--- config.mk ---
export PLATFORM = sky130hd
export DESIGN_NAME = tlik_sqrt_cell
export DESIGN_NICKNAME = d
export VERILOG_FILES = /design/src/rtl/core/tlik_pkg.sv /design/src/rtl/core/tlik_sqrt_cell.sv
export SDC_FILE = /design/constraint.sdc
export NUM_CORES = 1
export LEC_CHECK = 0
export ABC_CLOCK_PERIOD_IN_PS = 4900
export BUFFER_PORTS_ARGS = -buffer_cell sky130_fd_sc_hd__clkbuf_2
export CAP_MARGIN = 5
export CORE_MARGIN = 3
export CORE_UTILIZATION = 49
export CTS_CLUSTER_DIAMETER = 80
export DETAILED_ROUTE_END_ITERATION = 12
export PLACE_DENSITY_LB_ADDON = 0.08
export SKIP_CTS_REPAIR_TIMING = 1
export SYNTH_ARGS = -nofsm -noshare
export SYNTH_HDL_FRONTEND = slang
export SYNTH_SLANG_ARGS = --single-unit
--- constraint.sdc ---
create_clock -name clk -period 4.9 [get_ports clk]
set_clock_uncertainty 0.2 [all_clocks]
set_input_delay 1.47 -clock clk [delete_from_list [all_inputs] [get_ports clk]]
set_output_delay 1.47 -clock clk [all_outputs]
set_load 0.01 [all_outputs]
--- src/rtl/core/tlik_pkg.sv ---
package tlik_pkg;

  // Field and register widths
  localparam int COORD_W   = 16;
  localparam int LINK_W    = 13;
  localparam int ANGLE_W   = 16;
  localparam int CFG_IDX_W = 2;

  localparam logic [CFG_IDX_W-1:0] REG_UPPER_LEN = 2'd0;
  localparam logic [CFG_IDX_W-1:0] REG_LOWER_LEN = 2'd1;
  localparam logic [LINK_W-1:0]    LINK_RESET    = 13'd2432;

  // Front end arithmetic
  localparam int SQ_W    = 2*COORD_W - 1;       // x*x
  localparam int DSQ_W   = SQ_W + 1;            // x*x + y*y
  localparam int LSQ_W   = 2*LINK_W;            // l*l
  localparam int DEN_W   = LSQ_W + 1;           // 2*l1*l2, l1*l1 + l2*l2
  localparam int LIM_W   = DEN_W + 1;           // (l1 + l2)^2
  localparam int NUM_W   = DEN_W + 1;           // clamped cosine numerator, signed
  localparam int WIDE_W  = DSQ_W + 2;           // unclamped signed sums
  localparam int NB_W    = LIM_W + 2;           // beta numerator, signed
  localparam int DSQR_W  = 2*DEN_W;             // den^2, num^2
  localparam int NBSQ_W  = 2*NB_W - 2;          // nb^2
  localparam int HYP_W   = LIM_W + LSQ_W;       // dsq * l1^2

  // Square root chain
  localparam int ROOT_W  = 28;
  localparam int RAD_W   = 2*ROOT_W;
  localparam int REM_W   = ROOT_W + 1;
  localparam int CUR_W   = ROOT_W + 3;

  // Angle unit
  localparam int ATAN_IN_W    = 32;
  localparam int NORM_TOP     = 40;
  localparam int M_W          = NORM_TOP + 1;
  localparam int CW           = NORM_TOP + 4;
  localparam int ZW           = 32;
  localparam int NORM_STAGES  = 6;
  localparam int SHAMT_W      = 6;
  localparam int CORDIC_STEPS = 16;
  localparam int IDX_W        = 5;
  localparam int ATAN_LAT     = NORM_STAGES + CORDIC_STEPS + 2;

  localparam logic signed [ZW-1:0]      NINETY_Q   = 32'sd94371840;
  localparam logic signed [ZW-1:0]      ROUND_HALF = 32'sd8192;
  localparam int                        OUT_SHIFT  = 14;
  localparam logic signed [ANGLE_W-1:0] NINETY_OUT = 16'sd5760;

  typedef struct packed {
    logic [RAD_W-1:0]  rad;
    logic [REM_W-1:0]  rem;
    logic [ROOT_W-1:0] root;
  } sqrt_t;

  typedef struct packed {
    logic signed [CW-1:0] a;
    logic signed [CW-1:0] b;
    logic [M_W-1:0]       m;
    logic                 zero;
  } norm_t;

  typedef struct packed {
    logic signed [CW-1:0] x;
    logic signed [CW-1:0] y;
    logic signed [ZW-1:0] z;
    logic                 zero;
  } rot_t;

  // atan(2^-i) in degrees * 2^20
  function automatic logic signed [ZW-1:0] atan_q(input logic [IDX_W-1:0] i);
    logic signed [ZW-1:0] v;
    unique case (i)
      5'd0:    v = 32'sd47185920;
      5'd1:    v = 32'sd27855475;
      5'd2:    v = 32'sd14718068;
      5'd3:    v = 32'sd7471121;
      5'd4:    v = 32'sd3750058;
      5'd5:    v = 32'sd1876857;
      5'd6:    v = 32'sd938658;
      5'd7:    v = 32'sd469357;
      5'd8:    v = 32'sd234682;
      5'd9:    v = 32'sd117342;
      5'd10:   v = 32'sd58671;
      5'd11:   v = 32'sd29335;
      5'd12:   v = 32'sd14668;
      5'd13:   v = 32'sd7334;
      5'd14:   v = 32'sd3667;
      5'd15:   v = 32'sd1833;
      5'd16:   v = 32'sd917;
      5'd17:   v = 32'sd458;
      5'd18:   v = 32'sd229;
      5'd19:   v = 32'sd115;
      5'd20:   v = 32'sd57;
      5'd21:   v = 32'sd29;
      5'd22:   v = 32'sd14;
      5'd23:   v = 32'sd7;
      default: v = '0;
    endcase
    return v;
  endfunction

endpackage

--- src/rtl/core/tlik_sqrt_cell.sv ---
module tlik_sqrt_cell (
  input  logic            clk,
  input  logic            en,
  input  tlik_pkg::sqrt_t d,
  output tlik_pkg::sqrt_t q_r
);

  logic [tlik_pkg::CUR_W-1:0] cur;
  logic [tlik_pkg::CUR_W-1:0] trial;
  logic [tlik_pkg::CUR_W-1:0] diff;
  logic                       ge;
  tlik_pkg::sqrt_t            q_nxt;

  // One root bit per cell: bring down two radicand bits, try root*4+1
  always_comb begin
    cur   = {d.rem, d.rad[tlik_pkg::RAD_W-1 -: 2]};
    trial = tlik_pkg::CUR_W'({d.root, 2'b01});
    ge    = (cur >= trial);
    diff  = cur - trial;
    q_nxt.rem  = ge ? tlik_pkg::REM_W'(diff) : tlik_pkg::REM_W'(cur);
    q_nxt.root = {d.root[tlik_pkg::ROOT_W-2:0], ge};
    q_nxt.rad  = {d.rad[tlik_pkg::RAD_W-3:0], 2'b00};
  end

  always_ff @(posedge clk) begin
    if (en) begin
      q_r <= q_nxt;
    end
  end

endmodule

# --- Yosys cells after proc, flatten, opt, wreduce, memory -nomap -nowiden ---
# Cells that the tools add are included.
totals:
  regBits: 111
  wordCells: 6
  in_bits: 115
classes:
  add_sub_neg: 1
  mux: 1
  magnitude_cmp: 1
ops:
  columns: ["op", "n"]
  rows:
  - ["31-bit by 30-bit >= comparator with 1-bit output", 1]
  - ["29-bit two-way mux", 1]
  - ["29-bit subtractor", 1]

# --- Logic depth before layout (Yosys ltp) ---
# Gate-level depths: netlist of run 1.
depth:
  word_depth: 2
  ltp_mapped: 13

# --- Least setup slack after synthesis of run 1 ---
# No wires, ideal clock.
synth_path:
  kind: "input-to-reg"
  startpoint: "input d[15] in the netlist's numbering"
  endpoint: "register q_r[35] in the netlist's numbering (data pin)"
  setup_ns: 0.260
  t_required_ns: 4.440
  stages: 13
  arrival_time_ns: 3.527
  setup_slack_ns: 0.913
  path_buffers: 3
  cell_sequence: "inv_1 > ha_1 > buf_2 > and4_4 > and2_1 > nand4_1 > o22ai_2 > o2111ai_2 > and3_1 > buf_6 > inv_12 > buf_12 > mux2_4"
synth_lines:
  columns: ["item", "line", "rtl"]
  rows:
  - ["from (decl)", "tlik_sqrt_cell.sv:4", "input tlik_pkg::sqrt_t d,"]
  - ["to (signal assigned)", "tlik_sqrt_cell.sv:27", "q_r <= q_nxt;"]
  - ["to (decl)", "tlik_sqrt_cell.sv:5", "output tlik_pkg::sqrt_t q_r"]

==> metrics.yaml, run 1 <==
synth:
  synthArstFlopShare: 0
  synthCells: 435
  ys_types: 66
  avgSynthCellArea_um2: 13.3
  synth_edf_count: 111
  yosys_warnings: 0
  seq_area_frac_synth: 0.578
  synthesis.area_mm2: 0.00577
  ys_seq_elements: 111
  ys_dominant_reg_cell: "edfxtp_1"
global_routing:
  overflow: 0
  grt.total_usage: 0.210
  grt_max_degree: 46
  antenna_found_initial: 0
  grt_pass1_wl_um: 21600
  grt_pass1_vias: 4103
critical_path:
  slowest_delay_ns: 0.48
  required_ns: 4.80
  cpMostUsedCell: "o21ai_1"
  crit_path_max_fanout: 26
  cpMaxStageDelayCell: "and3_1"
  endpoint_kind: "flop"
  cpLargestDelayFamily: "compound AO/OA/AOI/OAI gates"
  critPathKind: "primary input to flop"
  cp_cell_sequence: "clkbuf_2 -> inv_1 -> ha_1 -> a21oi_2 -> o21ai_1 -> a41oi_2 -> o21ai_1 -> a31oi_1 -> and3_1 -> inv_12 -> mux2_1"
  worstPathArrival_ns: 4.02
  crit_buf_inv: 3
  startpoint_type: "primary input"
drt:
  vias: 4223
  first_pass_iters: 5
  drt-initial-drc-count: 349
  post_drt_wl_per_cell_um: 17.4
  wl_um: 14000
  ant_nets: 0
  drt-vias-per-instance: 5.25
  drcViolationCount: 0
pwr:
  irDropWorstVdd_mv: 0.254
  power_mw: 2.52
  switching_power_uw: 657
  clkPwrFrac: 0.308
  seq_power_share: 0.471
  power.internal_mw: 1.86
  power_leakage_nw: 3.25
  switching_share: 0.261
  p_per_area_mw_per_mm2: 346
  p_comb_frac: 0.221
timing:
  finalCriticalPeriod_ns: 4.12
  finalSetupViolations: 0
  timing.setup.tns_ns: 0
  slew_violations: 0
  worst_pin_slew_ns: 0.560
  max_slew_margin: 0.627
  period_share: 0.841
  max_freq_mhz: 243
  fin_ws_ns: 0.780
  rsz0062_at_grt: "no"
  finalHoldViolCount: 0
final_layout:
  multi_input_area_mm2: 0.00213
  biggestRegsByFlops: "q_r (111)"
  top_register: "q_r"
  area_delta_synth_final_pct: 26.1
  fin_nets: 802
  num-fill-cells: 959
  regArea_mm2: 0.00333
  largest_reg_flops: 111
  fin_area_mm2: 0.00727
  drive_gt1_frac: 0.427
  diodes: 0
  stdcell_count: 804
floorplanning:
  dieHeight_um: 115
  ios: 228
  row_count: 39
  die_x_um: 115
  start_util: 0.503
  core_area_mm2: 0.0115
  die-area_mm2: 0.0131
placed_design:
  place_inst: 789
  port_buffers: 225
  postPlaceCellArea_mm2: 0.00696
  dp_hpwl_um: 11000
  place_congestion: 0.830
  dpl_worst_slack_ns: 0.422
run_status:
  run_status: "finished clean"
clock_tree:
  htreeDepth: 3
  cts_buffer_depth: 2
  clk_pin_slew_ns: 0.07
  cts_buffers: 9
  cts.sinks: 111
  cts-root-buf: "clkbuf_16"
  cts_tree: "done"
worst_hold_path:
  hold_path_end: "q_r[112]"
  worst_hold_path_type: "primary input to flop"
  hold_depth: 1
  hp-start: "d[110]"
flow_run:
  max_cap_viol_count: 0
==> through the flow <==
stage,hold slack [ns],utilization
finish,1.09,0.634
global route,1.08,0.634
CTS,1.08,0.634
detailed placement,1.45,0.607
global placement,1.45,0.607
floorplan,1.37,-
==> layer usage <==
layer / share of wire / global-route usage / vias up
met1: 0.43 / 0.280 / 1956
met2: 0.47 / 0.338 / 181
met3: 0.080 / 0.0497 / 17
met4: 0.017 / 0.0697 / 0
li1: - / - / 2069
met5: 0 / 0 / -
==> how the worst max path moves through the flow <==
stage | start | endpoint | cells after the start
floorplan | d[15] | q_r[35] | 13
CTS | d[16] | q_r[32] | 11
detailed placement | d[16] | q_r[56] | 11
finish | d[16] | q_r[34] | 11
global placement | d[16] | q_r[33] | 11
global route | d[16] | q_r[31] | 11
==> cell usage after synthesis (all sizes together) (2+ instances only) <==
library cell	n	area share
edfxtp	111	0.58
inv	39	0.028
a21oi	32	0.034
ha	30	0.065
mux2	23	0.056
nand2	21	0.014
nor2	19	0.012
xnor2	17	0.026
o21ai	16	0.014
buf	13	0.022
nand3	10	0.0087
nand4	10	0.011
a31oi	9	0.012
clkbuf	6	0.0039
o21a	6	0.0078
o21bai	6	0.0078
xor2	6	0.0091
nand2b	5	0.0067
and2	4	0.0043
and3	4	0.0043
nor3	4	0.0035
a21o	3	0.0039
nor2b	3	0.0033
o22ai	3	0.0043
o31ai	3	0.0063
a21boi	2	0.0026
a41oi	2	0.0043
and4	2	0.0039
mux2i	2	0.0035
nor4	2	0.0033
o2111ai	2	0.0041
o211ai	2	0.0035
o41ai	2	0.0030
==> cells in the final DEF, fill, tap and decap left out, types with 7 or more instances in the layout <==
cell type,netlist,layout
a21oi_1,24,24
a21oi_2,7,7
a31oi_1,8,8
clkbuf_16,0,9
clkbuf_2,0,224
edfxtp_1,111,111
ha_1,30,30
inv_1,38,38
mux2_4,17,17
nand2_1,21,21
nand3_1,10,10
nand4_1,10,10
nor2_1,19,19
o21ai_0,10,10
xnor2_1,17,17
==> layout make-up <==
cell class	count	share of cell area
clock inverter	4	0.0107
tap	143	0.0246
multi-input combinational	267	0.293
timing repair buffer	229	0.159
clock buffer	11	0.0320
inverter	39	0.0218
sequential	111	0.458
==> logic make-up (layout without fill, tap and decap cells) <==
logic type                 Yosys count  in the layout  synth area share
AOI/OAI and AO/OA                   99             99             0.129
xor gates and xnor gates            23             23            0.0349
adders and majority gates           30             30            0.0650
buffers and inverters               58            283            0.0531
DFF                                111            111             0.578
muxes                               25             25            0.0594
other                                1              2          0.000650
and+or+nand+nor                     88             88            0.0798
==> power by group through the flow <==
stage                     clock, mW  sequential, mW  combinational [mW]
after floorplan                   0            1.26               0.298
after global placement            0            1.21               0.554
after detailed placement          0            1.21               0.557
after CTS                     0.791            1.19               0.560
after global routing          0.831            1.19               0.610
final                         0.775            1.19               0.556
Note: power is estimated with default switching activity, not from simulation.
==> run 2: changes to the inputs <==
ABC_AREA = 1   (was not set)
ABC_CLOCK_PERIOD_IN_PS = 3970   (was 4900)
CORE_UTILIZATION = 50   (was 49)
clock period = 3.97 ns   (was 4.9 ns; I/O delays follow)
==> run 2 against run 1 <==
  * Global-route usage rose by 3.0 points
  * Critical path depth up 3
  * Worst setup slack worse by 0.0038 ns
  * Synthesized cell count grew 63%
  * First-iteration DRC count grew 4.3%
  * Sequential cell count unchanged
  * Clock power rose by 26%
  * Power is 24% higher
  * Via count rose by 28%
  * Highest routed layer unchanged
==> metrics.yaml, run 2 <==
drt:
  drt-initial-drc-count: 364
  first_pass_iters: 5
  drcViolationCount: 0
  post_drt_wl_per_cell_um: 15.0
  drt-vias-per-instance: 4.86
  wl_um: 16700
  vias: 5390
  ant_nets: 0
placed_design:
  postPlaceCellArea_mm2: 0.00759
  place_inst: 1095
  dp_hpwl_um: 13300
  dpl_worst_slack_ns: 0.412
  port_buffers: 225
  place_congestion: 0.898
clock_tree:
  cts_tree: "done"
  clk_pin_slew_ns: 0.07
  cts_buffer_depth: 2
  cts_buffers: 9
  cts-root-buf: "clkbuf_16"
  cts.sinks: 111
  htreeDepth: 3
final_layout:
  diodes: 0
  stdcell_count: 1110
  final_common_cell: "nand2_1"
  top_register: "q_r"
  fin_nets: 1083
  most-common-layout-cells: "nand2_1, clkbuf_2, inv_1"
  area_delta_synth_final_pct: 25.4
  biggestRegsByFlops: "q_r (111)"
  fin_area_mm2: 0.00791
  largest_reg_flops: 111
  drive_gt1_frac: 0.298
floorplanning:
  row_count: 40
  die_x_um: 118
  ios: 228
  start_util: 0.518
  die-area_mm2: 0.0140
  dieHeight_um: 118
  core_area_mm2: 0.0122
synth:
  synthCells: 709
  synth.most_common_cell: "nand2_1"
  avgSynthCellArea_um2: 8.89
  synthTopCellsByCount: "nand2_1, inv_1, edfxtp_1"
  ys_types: 29
  synthArstFlopShare: 0
  ys_seq_elements: 111
  synthesis.area_mm2: 0.00630
  synth_edf_count: 111
  synth_area_leaders: "edfxtp_1, nand2_1, inv_1"
  seq_area_frac_synth: 0.529
  yosys_warnings: 0
  yosysTopAreaCellShare: 0.529
  ys_dominant_reg_cell: "edfxtp_1"
  yosysTopAreaCell: "edfxtp_1"
critical_path:
  critPathKind: "primary input to flop"
  worstPathArrival_ns: 3.10
  endpoint_kind: "flop"
  cp_cell_sequence: "clkbuf_2 -> inv_1 -> ha_1 -> o21ai_1 -> nand2_1 -> nand2_1 -> nand2_1 -> nand2_1 -> nand2_1 -> nand2_1 -> nand3_2 -> buf_12 -> nand3_1 -> nand2_1"
  startpoint_type: "primary input"
  cpMostUsedCell: "nand2_1"
  required_ns: 3.88
  cpMaxStageDelayCell: "ha_1"
  slowest_delay_ns: 0.38
  crit_path_max_fanout: 24
flow_run:
  max_cap_viol_count: 0
worst_hold_path:
  worst_hold_path_type: "primary input to flop"
global_routing:
  grt_pass1_vias: 5209
  grt_pass1_wl_um: 26600
  antenna_found_initial: 0
  grt.total_usage: 0.240
  grt_max_degree: 79
  overflow: 0
pwr:
  p_comb_frac: 0.220
  p_per_area_mw_per_mm2: 395
  switching_power_uw: 883
  power_leakage_nw: 4.19
  seq_power_share: 0.466
  switching_share: 0.283
  power.internal_mw: 2.24
  clkPwrFrac: 0.313
  irDropWorstVdd_mv: 0.235
timing:
  finalCriticalPeriod_ns: 3.19
  rsz0062_at_grt: "no"
  fin_ws_ns: 0.776
  timing.setup.tns_ns: 0
  finalSetupViolations: 0
  slew_violations: 0
  max_freq_mhz: 313
  finalHoldViolCount: 0
  period_share: 0.804
run_status:
  run_status: "finished clean"
## run 2: changes by cell type in the layout (fill, tap and decap cells not counted), moves of 7 or more
cell	before	now
a21oi_2	7	0
nand2_1	21	251
mux2_4	17	0
a31oi_1	8	0
nand3_1	10	46
nor2_1	19	33
inv_1	38	137
a21oi_1	24	14
nand3_2	0	22
o21ai_0	10	0
xnor2_1	17	1
## run 2: layer usage
layer  track usage  part of all wire  vias to the layer above
li1              -                 -                     2713
met1         0.290              0.42                     2462
met2         0.426              0.49                      192
met3        0.0574             0.075                       23
met4        0.0725             0.016                        0
met5             0                 0                        -
## run 2: critical path, delay by kind of cell
kind                     cells  cell delay (ns)
AO/OA/AOI/OAI                1             0.12
adder cells (fa/ha/maj)      1             0.38
AND/OR/NAND/NOR              9             1.03
buffers and inverters        3             0.37
## run 2: final timing paths
kind,startpoint,endpoint,slack [ns],cells after the start
min,d[79],q_r[81],0.81,1
max,d[0],q_r[49],0.78,14
## run 2: cell families after synthesis
family,count (synthesis),share of synthesized area
flip-flops,111,0.529
AO/OA/AOI/OAI,19,0.0163
AND/OR/NAND/NOR,386,0.279
XOR/XNOR,12,0.0167
other,1,0.000595
buffers and inverters,150,0.0996
adder cells (fa/ha/maj),30,0.0595
## run 2: per-stage QoR
stage / power, mW / hold WS (ns) / util
2_1_floorplan: 1.88 / 1.09 / -
3_3_place_gp: 2.15 / 1.17 / 0.624
3_5_place_dp: 2.17 / 1.17 / 0.624
4_1_cts: 3.15 / 0.802 / 0.650
5_1_grt: 3.28 / 0.798 / 0.650
6_report: 3.12 / 0.814 / 0.650
## run 2: area by class of cell
class                      count  area (um^2)
timing repair buffer         228         1180
clock buffer                   9          225
tap                          168          210
inverter                     139          522
sequential                   111         3330
clock inverter                 6         93.8
multi-input combinational    449         2350
fill                        1099         4250
## run 2: power groups by stage
stage | registers [mW] | logic, mW | clock network (mW)
floorplan | 1.55 | 0.336 | 0
global placement | 1.48 | 0.675 | 0
detailed placement | 1.48 | 0.688 | 0
CTS | 1.46 | 0.692 | 1.00
global route | 1.47 | 0.768 | 1.05
finish | 1.46 | 0.688 | 0.979
